`src/rtl/dbs_pkg.sv`:
```
// ----------------------------------------------------------------------------
// dbs_pkg
// Shared types and constants for the double-ended queue and bag store.
// ----------------------------------------------------------------------------
`default_nettype none

package dbs_pkg;

   localparam int DEPTH_DEFAULT = 64;
   localparam int DATA_W        = 32;
   localparam int KIND_W        = 3;
   localparam int STATUS_W      = 2;
   localparam int COUNT_W       = 7;

   typedef enum logic [KIND_W-1:0] {
      KIND_PUSH_FRONT = 3'd0,
      KIND_PUSH_BACK  = 3'd1,
      KIND_POP_FRONT  = 3'd2,
      KIND_POP_BACK   = 3'd3,
      KIND_CONTAINS   = 3'd4,
      KIND_REMOVE     = 3'd5
   } kind_type;

   typedef enum logic [STATUS_W-1:0] {
      STATUS_OK        = 2'd0,
      STATUS_EMPTY     = 2'd1,
      STATUS_FULL      = 2'd2,
      STATUS_NOT_FOUND = 2'd3
   } status_type;

   typedef enum logic [2:0] {
      ST_IDLE,
      ST_DISPATCH,
      ST_SEARCH,
      ST_SHIFT,
      ST_RD_FRONT,
      ST_RD_BACK,
      ST_FINISH
   } state_type;

   typedef struct packed {
      logic [STATUS_W-1:0]      status;
      logic                     found;
      logic signed [DATA_W-1:0] front_value;
      logic signed [DATA_W-1:0] back_value;
      logic [COUNT_W-1:0]       count;
      logic                     is_empty;
   } rsp_type;

endpackage

`default_nettype wire

```
`src/rtl/deque_bag_store_core.sv`:
```
// ----------------------------------------------------------------------------
// deque_bag_store_core
// Bounded double-ended queue of signed 32-bit values, also usable as a bag
// with membership test and removal of the first occurrence of a value.
//
//   channel   direction  handshake              payload
//   req       in         req_valid/req_ready    req_kind, req_value
//   rsp       out        rsp_valid/rsp_ready    rsp_status, rsp_found,
//                                               rsp_front_value, rsp_back_value,
//                                               rsp_count, rsp_is_empty
//
// pushes, pops and unused kinds: dispatch, front read, back read, result item
// contains and remove read one entry a cycle until a hit or the end, and a
// remove that hits closes the gap in the same walk
// ready again as the result item turns valid; one item is in work at a time
// reset clears head and count; entries need no clearing
// a waiting result item sits in an output register, next item accepted meanwhile
// ----------------------------------------------------------------------------
`default_nettype none

module deque_bag_store_core #(
   parameter int DEPTH = dbs_pkg::DEPTH_DEFAULT
) (
   input  wire logic                              clock,
   input  wire logic                              reset,
   input  wire logic                              req_valid,
   output      logic                              req_ready,
   input  wire logic [dbs_pkg::KIND_W-1:0]        req_kind,
   input  wire logic signed [dbs_pkg::DATA_W-1:0] req_value,
   output      logic                              rsp_valid,
   input  wire logic                              rsp_ready,
   output      logic [dbs_pkg::STATUS_W-1:0]      rsp_status,
   output      logic                              rsp_found,
   output      logic signed [dbs_pkg::DATA_W-1:0] rsp_front_value,
   output      logic signed [dbs_pkg::DATA_W-1:0] rsp_back_value,
   output      logic [dbs_pkg::COUNT_W-1:0]       rsp_count,
   output      logic                              rsp_is_empty
);
   import dbs_pkg::*;

   localparam int IDX_W = $clog2(DEPTH);
   localparam int CNT_W = $clog2(DEPTH + 1);

   rsp_type           rsp;
   logic              wr_en;
   logic [IDX_W-1:0]  wr_addr;
   logic [DATA_W-1:0] wr_data;
   logic [DATA_W-1:0] rd_data;
   logic [IDX_W-1:0]  head;
   logic [CNT_W-1:0]  offset;
   logic [DATA_W-1:0] value;
   logic [IDX_W-1:0]  slot;
   logic              match;

   dbs_ctrl #(
      .DEPTH (DEPTH),
      .IDX_W (IDX_W),
      .CNT_W (CNT_W)
   ) u_ctrl (
      .clock     (clock),
      .reset     (reset),
      .req_valid (req_valid),
      .req_ready (req_ready),
      .req_kind  (req_kind),
      .req_value (req_value),
      .rsp_valid (rsp_valid),
      .rsp_ready (rsp_ready),
      .rsp       (rsp),
      .wr_en     (wr_en),
      .wr_addr   (wr_addr),
      .wr_data   (wr_data),
      .rd_data   (rd_data),
      .head      (head),
      .offset    (offset),
      .value     (value),
      .slot      (slot),
      .match     (match)
   );

   dbs_unit #(
      .DEPTH (DEPTH),
      .IDX_W (IDX_W),
      .CNT_W (CNT_W)
   ) u_unit (
      .head    (head),
      .offset  (offset),
      .rd_data (rd_data),
      .value   (value),
      .slot    (slot),
      .match   (match)
   );

   dbs_ram #(
      .DEPTH (DEPTH),
      .IDX_W (IDX_W)
   ) u_ram (
      .clock   (clock),
      .wr_en   (wr_en),
      .wr_addr (wr_addr),
      .wr_data (wr_data),
      .rd_addr (slot),
      .rd_data (rd_data)
   );

   assign rsp_status      = rsp.status;
   assign rsp_found       = rsp.found;
   assign rsp_front_value = rsp.front_value;
   assign rsp_back_value  = rsp.back_value;
   assign rsp_count       = rsp.count;
   assign rsp_is_empty    = rsp.is_empty;

endmodule

`default_nettype wire

```
`src/rtl/dbs_ram.sv`:
```
// ----------------------------------------------------------------------------
// dbs_ram
// Entry storage: one write port and one registered read port.
// ----------------------------------------------------------------------------
`default_nettype none

module dbs_ram #(
   parameter int DEPTH = dbs_pkg::DEPTH_DEFAULT,
   parameter int IDX_W = $clog2(DEPTH)
) (
   input  wire logic                      clock,
   input  wire logic                      wr_en,
   input  wire logic [IDX_W-1:0]          wr_addr,
   input  wire logic [dbs_pkg::DATA_W-1:0] wr_data,
   input  wire logic [IDX_W-1:0]          rd_addr,
   output      logic [dbs_pkg::DATA_W-1:0] rd_data
);
   import dbs_pkg::*;

   logic [DATA_W-1:0] mem [DEPTH];
   logic [DATA_W-1:0] rd_data_ff;

   always_ff @(posedge clock) begin
      if (wr_en) begin
         mem[wr_addr] <= wr_data;
      end
      rd_data_ff <= mem[rd_addr];
   end

   assign rd_data = rd_data_ff;

endmodule

`default_nettype wire

```
`src/rtl/dbs_unit.sv`:
```
// ----------------------------------------------------------------------------
// dbs_unit
// Shared slot adder with ring wrap and the value comparator.
// ----------------------------------------------------------------------------
`default_nettype none

module dbs_unit #(
   parameter int DEPTH = dbs_pkg::DEPTH_DEFAULT,
   parameter int IDX_W = $clog2(DEPTH),
   parameter int CNT_W = $clog2(DEPTH + 1)
) (
   input  wire logic [IDX_W-1:0]           head,
   input  wire logic [CNT_W-1:0]           offset,
   input  wire logic [dbs_pkg::DATA_W-1:0] rd_data,
   input  wire logic [dbs_pkg::DATA_W-1:0] value,
   output      logic [IDX_W-1:0]           slot,
   output      logic                       match
);
   import dbs_pkg::*;

   localparam int SUM_W = CNT_W + 1;

   logic [SUM_W-1:0] sum;

   always_comb begin
      sum = SUM_W'(head) + SUM_W'(offset);
      if (sum >= SUM_W'(DEPTH)) begin
         slot = IDX_W'(sum - SUM_W'(DEPTH));
      end else begin
         slot = IDX_W'(sum);
      end
   end

   assign match = (rd_data == value);

endmodule

`default_nettype wire

```
`src/rtl/dbs_ctrl.sv`:
```
// ----------------------------------------------------------------------------
// dbs_ctrl
// Sequencer: runs each operation through the shared unit and the entry
// storage, then reads the front and back entries for the result item.
// ----------------------------------------------------------------------------
`default_nettype none

module dbs_ctrl #(
   parameter int DEPTH = dbs_pkg::DEPTH_DEFAULT,
   parameter int IDX_W = $clog2(DEPTH),
   parameter int CNT_W = $clog2(DEPTH + 1)
) (
   input  wire logic                       clock,
   input  wire logic                       reset,
   input  wire logic                       req_valid,
   output      logic                       req_ready,
   input  wire logic [dbs_pkg::KIND_W-1:0] req_kind,
   input  wire logic [dbs_pkg::DATA_W-1:0] req_value,
   output      logic                       rsp_valid,
   input  wire logic                       rsp_ready,
   output      dbs_pkg::rsp_type           rsp,
   output      logic                       wr_en,
   output      logic [IDX_W-1:0]           wr_addr,
   output      logic [dbs_pkg::DATA_W-1:0] wr_data,
   input  wire logic [dbs_pkg::DATA_W-1:0] rd_data,
   output      logic [IDX_W-1:0]           head,
   output      logic [CNT_W-1:0]           offset,
   output      logic [dbs_pkg::DATA_W-1:0] value,
   input  wire logic [IDX_W-1:0]           slot,
   input  wire logic                       match
);
   import dbs_pkg::*;

   state_type           state_ff, state_in;
   logic [KIND_W-1:0]   kind_ff, kind_in;
   logic [DATA_W-1:0]   value_ff, value_in;
   logic [IDX_W-1:0]    head_ff, head_in;
   logic [CNT_W-1:0]    count_ff, count_in;
   logic [CNT_W-1:0]    idx_ff, idx_in;
   logic                pend_ff, pend_in;
   logic [IDX_W-1:0]    last_addr_ff, last_addr_in;
   logic [IDX_W-1:0]    prev_addr_ff, prev_addr_in;
   logic [STATUS_W-1:0] status_ff, status_in;
   logic                found_ff, found_in;
   logic [DATA_W-1:0]   front_ff, front_in;
   rsp_type             rsp_ff, rsp_in;
   logic                rsp_valid_ff, rsp_valid_in;

   logic             full;
   logic             empty;
   logic             idx_end;
   logic             hit;
   logic [CNT_W-1:0] idx_inc;
   logic             shift_more;
   logic             rsp_free;
   logic             is_search;

   assign full       = (count_ff == CNT_W'(DEPTH));
   assign empty      = (count_ff == '0);
   assign idx_end    = (idx_ff == count_ff);
   assign hit        = pend_ff && match;
   assign idx_inc    = idx_ff + CNT_W'(1);
   assign shift_more = (idx_inc < count_ff);
   assign rsp_free   = !rsp_valid_ff || rsp_ready;
   assign is_search  = (kind_ff == KIND_CONTAINS) || (kind_ff == KIND_REMOVE);

   // next state
   always_comb begin
      state_in = state_ff;
      unique case (state_ff)
         ST_IDLE: begin
            if (req_valid) begin
               state_in = ST_DISPATCH;
            end
         end
         ST_DISPATCH: begin
            state_in = is_search ? ST_SEARCH : ST_RD_FRONT;
         end
         ST_SEARCH: begin
            if (hit) begin
               state_in = (kind_ff == KIND_REMOVE) ? ST_SHIFT : ST_RD_FRONT;
            end else if (idx_end) begin
               state_in = ST_RD_FRONT;
            end
         end
         ST_SHIFT: begin
            if (!shift_more && !pend_ff) begin
               state_in = ST_RD_FRONT;
            end
         end
         ST_RD_FRONT: state_in = ST_RD_BACK;
         ST_RD_BACK:  state_in = ST_FINISH;
         ST_FINISH: begin
            if (rsp_free) begin
               state_in = ST_IDLE;
            end
         end
         default: state_in = ST_IDLE;
      endcase
   end

   // datapath and outputs
   always_comb begin
      kind_in      = kind_ff;
      value_in     = value_ff;
      head_in      = head_ff;
      count_in     = count_ff;
      idx_in       = idx_ff;
      pend_in      = pend_ff;
      last_addr_in = last_addr_ff;
      prev_addr_in = prev_addr_ff;
      status_in    = status_ff;
      found_in     = found_ff;
      front_in     = front_ff;
      rsp_in       = rsp_ff;
      rsp_valid_in = rsp_valid_ff && !rsp_ready;
      req_ready    = 1'b0;
      wr_en        = 1'b0;
      wr_addr      = slot;
      wr_data      = value_ff;
      offset       = '0;

      unique case (state_ff)
         ST_IDLE: begin
            req_ready = 1'b1;
            if (req_valid) begin
               kind_in   = req_kind;
               value_in  = req_value;
               status_in = STATUS_OK;
               found_in  = 1'b0;
            end
         end
         ST_DISPATCH: begin
            case (kind_ff) inside
               KIND_PUSH_FRONT: begin
                  offset = CNT_W'(DEPTH - 1);
                  if (full) begin
                     status_in = STATUS_FULL;
                  end else begin
                     wr_en    = 1'b1;
                     head_in  = slot;
                     count_in = count_ff + CNT_W'(1);
                  end
               end
               KIND_PUSH_BACK: begin
                  offset = count_ff;
                  if (full) begin
                     status_in = STATUS_FULL;
                  end else begin
                     wr_en    = 1'b1;
                     count_in = count_ff + CNT_W'(1);
                  end
               end
               KIND_POP_FRONT: begin
                  offset = CNT_W'(1);
                  if (empty) begin
                     status_in = STATUS_EMPTY;
                  end else begin
                     head_in  = slot;
                     count_in = count_ff - CNT_W'(1);
                  end
               end
               KIND_POP_BACK: begin
                  if (empty) begin
                     status_in = STATUS_EMPTY;
                  end else begin
                     count_in = count_ff - CNT_W'(1);
                  end
               end
               KIND_CONTAINS, KIND_REMOVE: begin
                  idx_in  = '0;
                  pend_in = 1'b0;
               end
               default: begin
               end
            endcase
         end
         ST_SEARCH: begin
            offset = idx_ff;
            if (hit) begin
               found_in = 1'b1;
               idx_in   = idx_ff - CNT_W'(1);
               pend_in  = 1'b0;
            end else if (idx_end) begin
               status_in = (kind_ff == KIND_REMOVE) ? STATUS_NOT_FOUND : STATUS_OK;
            end else begin
               pend_in      = 1'b1;
               idx_in       = idx_inc;
               last_addr_in = slot;
            end
         end
         ST_SHIFT: begin
            offset  = idx_inc;
            wr_en   = pend_ff;
            wr_addr = prev_addr_ff;
            wr_data = rd_data;
            if (shift_more) begin
               idx_in       = idx_inc;
               pend_in      = 1'b1;
               prev_addr_in = last_addr_ff;
               last_addr_in = slot;
            end else begin
               pend_in = 1'b0;
               if (!pend_ff) begin
                  count_in = count_ff - CNT_W'(1);
               end
            end
         end
         ST_RD_FRONT: begin
            offset = '0;
         end
         ST_RD_BACK: begin
            offset   = empty ? '0 : count_ff - CNT_W'(1);
            front_in = rd_data;
         end
         ST_FINISH: begin
            // same address as before so the back entry stays on the read port
            offset = empty ? '0 : count_ff - CNT_W'(1);
            if (rsp_free) begin
               rsp_valid_in       = 1'b1;
               rsp_in.status      = status_ff;
               rsp_in.found       = found_ff;
               rsp_in.front_value = empty ? '0 : front_ff;
               rsp_in.back_value  = empty ? '0 : rd_data;
               rsp_in.count       = COUNT_W'(count_ff);
               rsp_in.is_empty    = empty;
            end
         end
         default: begin
         end
      endcase
   end

   always_ff @(posedge clock) begin
      if (reset) begin
         state_ff     <= ST_IDLE;
         head_ff      <= '0;
         count_ff     <= '0;
         pend_ff      <= 1'b0;
         rsp_valid_ff <= 1'b0;
      end else begin
         state_ff     <= state_in;
         head_ff      <= head_in;
         count_ff     <= count_in;
         pend_ff      <= pend_in;
         rsp_valid_ff <= rsp_valid_in;
      end
   end

   always_ff @(posedge clock) begin
      kind_ff      <= kind_in;
      value_ff     <= value_in;
      idx_ff       <= idx_in;
      last_addr_ff <= last_addr_in;
      prev_addr_ff <= prev_addr_in;
      status_ff    <= status_in;
      found_ff     <= found_in;
      front_ff     <= front_in;
      rsp_ff       <= rsp_in;
   end

   assign rsp_valid = rsp_valid_ff;
   assign rsp       = rsp_ff;
   assign head      = head_ff;
   assign value     = value_ff;

endmodule

`default_nettype wire

```
`config.mk`:
```
export PLATFORM = sky130hd
export DESIGN_NAME = deque_bag_store_core
export DESIGN_NICKNAME = d
export VERILOG_FILES = /design/src/rtl/dbs_pkg.sv /design/src/rtl/deque_bag_store_core.sv /design/src/rtl/dbs_ram.sv /design/src/rtl/dbs_unit.sv /design/src/rtl/dbs_ctrl.sv
export SDC_FILE = /design/constraint.sdc
export NUM_CORES = 2
export LEC_CHECK = 0
export ABC_AREA = 1
export BUFFER_PORTS_ARGS = -buffer_cell sky130_fd_sc_hd__buf_2
export CAP_MARGIN = 20
export CELL_PAD_IN_SITES_DETAIL_PLACEMENT = 1
export CELL_PAD_IN_SITES_GLOBAL_PLACEMENT = 2
export CORE_MARGIN = 1.5
export CORE_UTILIZATION = 45
export DETAILED_ROUTE_END_ITERATION = 8
export PLACE_DENSITY = 0.8
export SLEW_MARGIN = 20
export SYNTH_ARGS = -nofsm -noshare
export SYNTH_HDL_FRONTEND = slang
export SYNTH_SLANG_ARGS = --single-unit
```
`constraint.sdc`:
```
create_clock -name clock -period 5.8 [get_ports clock]
set_input_delay 0 -clock clock [delete_from_list [all_inputs] [get_ports clock]]
set_output_delay 0 -clock clock [all_outputs]
set_load 0.02 [all_outputs]
```
## Word-level counts from Yosys, hierarchy flattened

Memory sizes are Yosys's and may differ from the RTL's. A register that Yosys moved wholly into a read port is not among the register bits.
Cells that the tools add are included.

- Muxes and demuxes: 75
- Add/subtract/negate cells: 6
- $lt $le $gt $ge: 2
- Reduce and logical (&&, ||, !) cells: 31
- Equality and inequality tests: 35

Operator list:

| operator | number |
|---|---|
| 7-bit 2-to-1 mux | 19 |
| 6-bit 2-to-1 mux | 10 |
| 32-bit == test | 1 |
| 32-bit 2-to-1 mux | 1 |
| 7-bit case mux with 4 select lines | 1 |
| 2-bit inequality test (second input constant) | 12 |
| 3-bit 2-to-1 mux | 7 |
| 3-bit case mux with 7 select lines | 1 |
| 7-bit case mux with 3 select lines | 1 |
| 2-bit 2-to-1 mux | 10 |
| 1-bit 2-to-1 mux | 19 |
| 3-bit == test (second input constant) | 5 |
| 7-bit by 1-bit adder with 7-bit output (second input constant) | 2 |
| 7-bit case mux with 2 select lines | 1 |
| 7-bit by 1-bit subtractor with 7-bit output (second input constant) | 2 |
| 3-bit by 2-bit == test with 1-bit output (second input constant) | 4 |
| 2-bit by 1-bit inequality test with 1-bit output (second input constant) | 6 |
| 6-bit case mux with 2 select lines | 1 |
| 4-bit AND reduction | 3 |
| 5-bit AND reduction | 2 |
| 6-bit by 7-bit adder with 8-bit output | 1 |
| 8-bit by 7-bit >= comparator with 1-bit output (second input constant) | 1 |
| 8-bit AND reduction | 1 |
| 2-bit nonzero test | 4 |
| other kinds (21) | 34 |

- Memory bits (writable): 2048
- Bits of input ports: 39
- Bits in registers: 182
- Word-level logic and storage cells: 169
- Output and inout port bits: 77
- Memories: 1

Memory list:

| memory | words | bits a word | read ports | clocked after memory_dff | wr ports | line | text |
|---|---|---|---|---|---|---|---|
| u_ram.mem | 64 | 32 | 1 | 1 | 1 | dbs_ram.sv:20 | `logic [DATA_W-1:0] mem [DEPTH];` |

## Depth between registers and ports, before layout

- Depth after elaboration: 12
- Depth in mapped cells: 23
- Depth with buffers taken out: 21

## Cells and area by module

From an unflattened synthesis, not the netlist that was laid out.

- Cells, all modules: 7705
- Area total of the unflattened synthesis: 91496.5 um^2

By module, submodules not included:

| module | seq. area each (um^2) | area each (um^2) | cells an instance | instances |
|---|---|---|---|---|
| dbs_ram | 62139.6 | 82738.1 | 6769 | 1 |
| dbs_ctrl | 5285.1 | 7932.6 | 745 | 1 |
| dbs_unit | 0.0 | 825.8 | 191 | 1 |

## Worst setup path before layout

No wires, ideal clock.

- Path kind: register to register
- Start: reg u_ctrl.count_ff[0]
- End: mem u_ram.mem[18][0], enable pin
- Data required time: 5.379 ns
- Data arrival time: 4.430 ns
- Period minus slack after synthesis: 4.851 ns
- Setup time: 0.421 ns
- Setup slack: 0.949 ns
- Path buffers: 3
- Cell stages (with the launch flop): 21
- Cells stage by stage: dfxtp_1 -> inv_1 -> ha_1 -> nand3_2 -> nor2_4 -> a21oi_2 -> inv_1 -> o221ai_1 -> ha_1 -> inv_1 -> fa_1 -> buf_2 -> inv_2 -> buf_4 -> buf_2 -> nand2_1 -> o21ai_2 -> inv_1 -> nor2_2 -> nand3_2 -> nor2_1

- Word-level cells in the longest chain between the ends: 7
- Elaborated cells on any way between the ends: 18
- Those cells by class: 3 x add/sub; 1 x order compare; 1 x eq/ne; 12 x mux; 1 x reduce/logical

RTL lines:

| what | line | text |
|---|---|---|
| start: declaration | dbs_ctrl.sv:38 | `logic [CNT_W-1:0] count_ff, count_in;` |
| start signal: assignment | dbs_ctrl.sv:244 | `count_ff <= count_in;` |
| 7-bit by 1-bit subtractor with 7-bit output (tied with other cells) | dbs_ctrl.sv:213, dbs_ctrl.sv:218 |  |
| 7-bit 2-to-1 mux (tied with other cells) | dbs_ctrl.sv:213, dbs_ctrl.sv:218 |  |
| 7-bit case mux with 4 select lines / 1-bit 2-to-1 mux (equally long branches) | dbs_ctrl.sv:123, dbs_ctrl.sv:134 |  |
| 6-bit by 7-bit adder with 8-bit output / 1-bit 2-to-1 mux (equally long branches) | dbs_unit.sv:26, dbs_ctrl.sv:134 |  |
| 8-bit by 7-bit >= comparator with 1-bit output (tied with other cells) | dbs_unit.sv:27 | `if (sum >= SUM_W'(DEPTH)) begin` |
| 6-bit 2-to-1 mux / 1-bit 2-to-1 mux (equally long branches) | dbs_unit.sv:27, dbs_ram.sv:24 |  |
| 6-bit 2-to-1 mux / 1-bit 2-to-1 mux (equally long branches) | dbs_ctrl.sv:123, dbs_ram.sv:25 |  |
| end: declaration | dbs_ram.sv:20 |  |

Parallel ways exist; a longest one is shown, timed or not.

## Final worst setup path

- Start: reg u_ctrl.count_ff[0]
- End: reg u_ram.rd_data_ff[24] (netlist: u_ram.rd_data[24]), read port of u_ram.mem

- Word-level cells in the longest chain between the ends: 6
- Elaborated cells on any way between the ends: 10
- Those cells by class: 3 x add/sub; 1 x order compare; 5 x mux; 1 x reduce/logical

RTL lines:

| what | line | text |
|---|---|---|
| 7-bit by 1-bit subtractor with 7-bit output (tied with other cells) | dbs_ctrl.sv:213, dbs_ctrl.sv:218 |  |
| 7-bit 2-to-1 mux, on equally long branches | dbs_ctrl.sv:213, dbs_ctrl.sv:218, dbs_ctrl.sv:134 |  |
| 7-bit case mux with 4 select lines * | dbs_ctrl.sv:123 | `unique case (state_ff)` |
| 6-bit by 7-bit adder with 8-bit output * | dbs_unit.sv:26 | `sum = SUM_W'(head) + SUM_W'(offset);` |
| 8-bit by 7-bit >= comparator with 1-bit output / 6-bit by 1-bit subtractor with 6-bit output (equally long branches) | dbs_unit.sv:27, dbs_unit.sv:28 |  |
| 6-bit 2-to-1 mux * | dbs_unit.sv:27 |  |
| end: declaration | dbs_ram.sv:21 | `logic [DATA_W-1:0] rd_data_ff;` |

Mark *: on every way between the ends. The rest lies on a longest branch, timed or not.
A chain may end at the register's enable or synchronous reset.

==> impl_metrics.py <==
metrics = {
    "routing": {
        "drt_iter0_markers": 7009,
        "drt_pass1_iterations": 6,
        "ant_nets": 0,
        "wirelength_mm": 294,
        "vias_per_cell": 6.05,
        "route.vias.total": 60500,
        "wl_per_cell_um": 29.4,
        "drc": 0,
    },
    "critical_path": {
        "path_buf_inv": 6,
        "slowest_stage": "fa_4",
        "critical_path.cell_chain": "inv_1, ha_1, nand3_2, nor2_4, a21oi_2, inv_1, o221ai_1, ha_4, inv_1, fa_4, inv_8, buf_4, buf_6, o21ai_0, o22ai_1, nand2_1, nand3_1, nand3_1, nand2_1, nor2_1, a31oi_1",
        "path_max_fanout": 43,
        "cp-end-kind": "flop",
        "timing_worst_setup_path_type": "reg2reg",
        "reg2reg_depth": 21,
        "crit_arrival_ns": 6.43,
        "start_kind": "flop",
        "reg2reg_slack_ns": 0.09,
        "cp_num_cells": 21,
        "path_common_cell": "inv_1",
        "max_stage_delay_ns": 1.10,
        "cp_data_required_time_ns": 6.52,
        "crit_family": "adder cells",
    },
    "clocking": {
        "htree_levels": 4,
        "cts-root-buf": "clkbuf_16",
        "clock_sinks": 2262,
        "cts_tree": "yes",
        "insertion_delay_ns": 0.89,
        "clock_path_buffers": 3,
        "post-cts-setup-buffers": 0,
        "clk_pin_slew_ns": 0.07,
        "cts_buffers": 228,
    },
    "finish": {
        "post-route-util_pct": 52.0,
        "fillers": 19700,
        "layout-drive-gt1-share_pct": 11.0,
        "regArea_mm2": 0.0674,
        "multi_input_area_mm2": 0.0204,
        "nets": 7206,
        "area_growth_pct": 14.6,
    },
    "status": {
        "outcome": "finished, final reports clean",
    },
    "floorplanning": {
        "pin_count": 116,
        "die_y_um": 449,
        "initial_core_util_pct": 45.4,
        "rows": 163,
        "die_area_mm2": 0.202,
        "coreArea_mm2": 0.198,
        "die_w_um": 449,
    },
    "logic_synthesis": {
        "postSynthAreaPerCell_um2": 12.8,
        "synthesis.nets": 7076,
        "synthMuxAreaShare_pct": 0,
        "synth-xor-area-share_pct": 0.300,
        "yosys.area_share.simple_pct": 10.9,
        "synth_enable_flop_cells": 2212,
        "synthCells": 7020,
        "synth_adder_area_share_pct": 0.246,
        "synthFlopType": "edfxtp_1",
        "synth_top_family_by_area": "simple AND/OR/NAND/NOR gates",
        "ys_seq_elements": 2262,
        "synth_seq_area_share_pct": 75.2,
        "synth_cell_types": 52,
        "synth_top_area_share_pct": 74.1,
        "synth_compound_area_share_pct": 10.3,
        "ys_warn_count": 0,
        "synthTopCellsByArea": "edfxtp_1 (74%), o21ai_0 (6.0%), nor2_1 (5.2%)",
        "synth_top_area_cell": "edfxtp_1",
        "syn-cell-area_mm2": 0.0896,
        "synthArstFlopShare_pct": 0,
    },
    "grt": {
        "grt_pass1_vias": 61900,
        "antenna_found_initial": 20,
        "grt_pass1_wl_mm": 424,
        "grt_max_degree": 205,
        "overflow": 0,
        "grtUsageTotal_pct": 28.6,
    },
    "min_path": {
        "min_path_cells": 5,
        "hold_path_class": "in2reg",
    },
    "placement": {
        "portBuffers": 115,
        "post-dp-hpwl_mm": 158,
        "gp_congestion": 0.828,
        "dp_slack_ns": 0.203,
    },
    "timing": {
        "hold_violations": 0,
        "relSlewSlack_pct": 28.6,
        "skew_ns": 0.0271,
        "fmax_ghz": 0.175,
        "maxSlewViolCount": 0,
        "rsz0062_at_grt": "false",
        "tightest_slew_ns": 1.07,
        "timing.final.ws_setup_ns": 0.0926,
        "setup-violations-final": 0,
        "holdWs_ns": 0.127,
        "timing.final.crit_share_pct": 98.4,
        "min_period_ns": 5.71,
        "setup-tns-final_ns": 0,
    },
    "power_and_ir_drop": {
        "p_leak_uw": 0.0341,
        "power.density_mw_per_mm2": 548,
        "vdd_drop_max_mv": 0.634,
    },
    "run": {
        "drv_cap": 0,
    },
}
synthesized netlist by cell type, types with 3 or more instances:
cell / number
nor2_1: 1230
clkbuf_1: 245
buf_6: 5
a221oi_1: 4
nand2_2: 8
a21oi_1: 29
nor2_4: 3
nor3_1: 3
nor2_2: 9
o221ai_1: 3
buf_1: 26
inv_2: 17
buf_2: 166
o22ai_1: 519
o21ai_2: 5
nand4_2: 4
buf_4: 27
o211ai_1: 5
inv_1: 140
nand3_1: 410
xor2_1: 14
xnor2_1: 13
o21ai_1: 7
dfxtp_1: 50
ha_1: 16
nand4_1: 10
a31oi_1: 32
o21ai_0: 1076
nand2_1: 695
nand3_2: 16
edfxtp_1: 2212
placed cells by master (no fill, tap or decap), types with 32 or more instances in the layout:
| master | Yosys | final |
|---|---|---|
| buf_4 | 27 | 134 |
| nor2_1 | 1230 | 1165 |
| a31oi_1 | 32 | 32 |
| buf_12 | 0 | 40 |
| buf_2 | 166 | 115 |
| clkbuf_1 | 245 | 37 |
| o21ai_4 | 1 | 33 |
| edfxtp_1 | 2212 | 2212 |
| dlygate4sd3_1 | 0 | 75 |
| clkinv_1 | 1 | 52 |
| nor2_4 | 3 | 68 |
| o21ai_0 | 1076 | 1044 |
| nand2_1 | 695 | 695 |
| o22ai_1 | 519 | 519 |
| clkinv_2 | 1 | 53 |
| inv_1 | 140 | 140 |
| clkbuf_16 | 0 | 231 |
| nand3_1 | 410 | 410 |
| dfxtp_1 | 50 | 50 |
cell families after synthesis:
| group | after synthesis |
|---|---|
| AO/OA/AOI/OAI | 1689 |
| XOR/XNOR | 29 |
| adder cells (fa/ha/maj) | 17 |
| buffers and inverters | 630 |
| flip-flops | 2262 |
| AND/OR/NAND/NOR | 2393 |
cell type report:
cell class                      count  area share, %
Sequential cell                  2262           65.7
Multi-Input combinational cell   4128           19.9
Clock buffer                      273           5.82
Tap cell                         2640           3.22
Timing Repair Buffer              370           3.16
Clock inverter                    159           1.63
Inverter                          160          0.632
Antenna cell                        3        0.00731
state kept, by name, indices dropped and copies added, names as in the netlist:
signal,flops
u_ctrl.last_addr_ff,6
u_ram.mem,2048
u_ctrl.found_ff,1
u_ctrl.state_ff,3
u_ctrl.head,6
u_ctrl.pend_ff,1
u_ctrl.status_ff,2
u_ctrl.front_ff,32
u_ctrl.value,32
u_ctrl.rsp_valid,1
u_ctrl.rsp,75
u_ctrl.kind_ff,3
u_ctrl.count_ff,7
u_ram.rd_data,32
u_ctrl.prev_addr_ff,6
u_ctrl.idx_ff,7
per-stage QoR:
| stage | total power, uW | instance area (um2) | cells |
|---|---|---|---|
| floorplan | 32600 | 89600 | 7020 |
| global placement | 40300 | 94200 | 9483 |
| detailed placement | 40900 | 94200 | 9483 |
| CTS | 56100 | 103000 | 9990 |
| global route | 58500 | 103000 | 9993 |
| finish | 56200 | 103000 | 9995 |
worst min-delay path, stage by stage:
cell	delay [ns]
dlygate4sd3_1	0.52
buf_2	0.15
inv_1	0.10
nand2_1	0.10
a21oi_1	0.07
metal layers:
metal	GRT usage (%)	wire length, um
met2	47.0	141000
met4	9.82	9450
met1	38.7	120000
met5	0	114
met3	4.60	23100
what timing repair did:
| item | 4_1_cts | 5_1_grt |
|---|---|---|
| gates resized for setup | 0 | 5 |
| endpoints found under the setup margin | 0 | 10 |
| endpoints found under the hold margin | 101 | 0 |
| hold buffers | 75 | 0 |
where the power goes:
part           switching (uW)  leakage (uW)  internal, uW  total [uW]
logic                   15700        0.0100          5180       20900
registers                 522        0.0203         19600       20100
clock network            6470       0.00374          8690       15200
total                   22700        0.0341         33500       56200
path summary, 6_finish.rpt:
path                            end                    from
max               u_ram.rd_data[24]      u_ctrl.count_ff[0]
min                u_ctrl.rsp_valid               rsp_ready
max reg2reg       u_ram.rd_data[24]      u_ctrl.count_ff[0]
min reg2reg  u_ctrl.prev_addr_ff[4]  u_ctrl.last_addr_ff[4]
No activity file was read; power rests on OpenSTA's default activity.
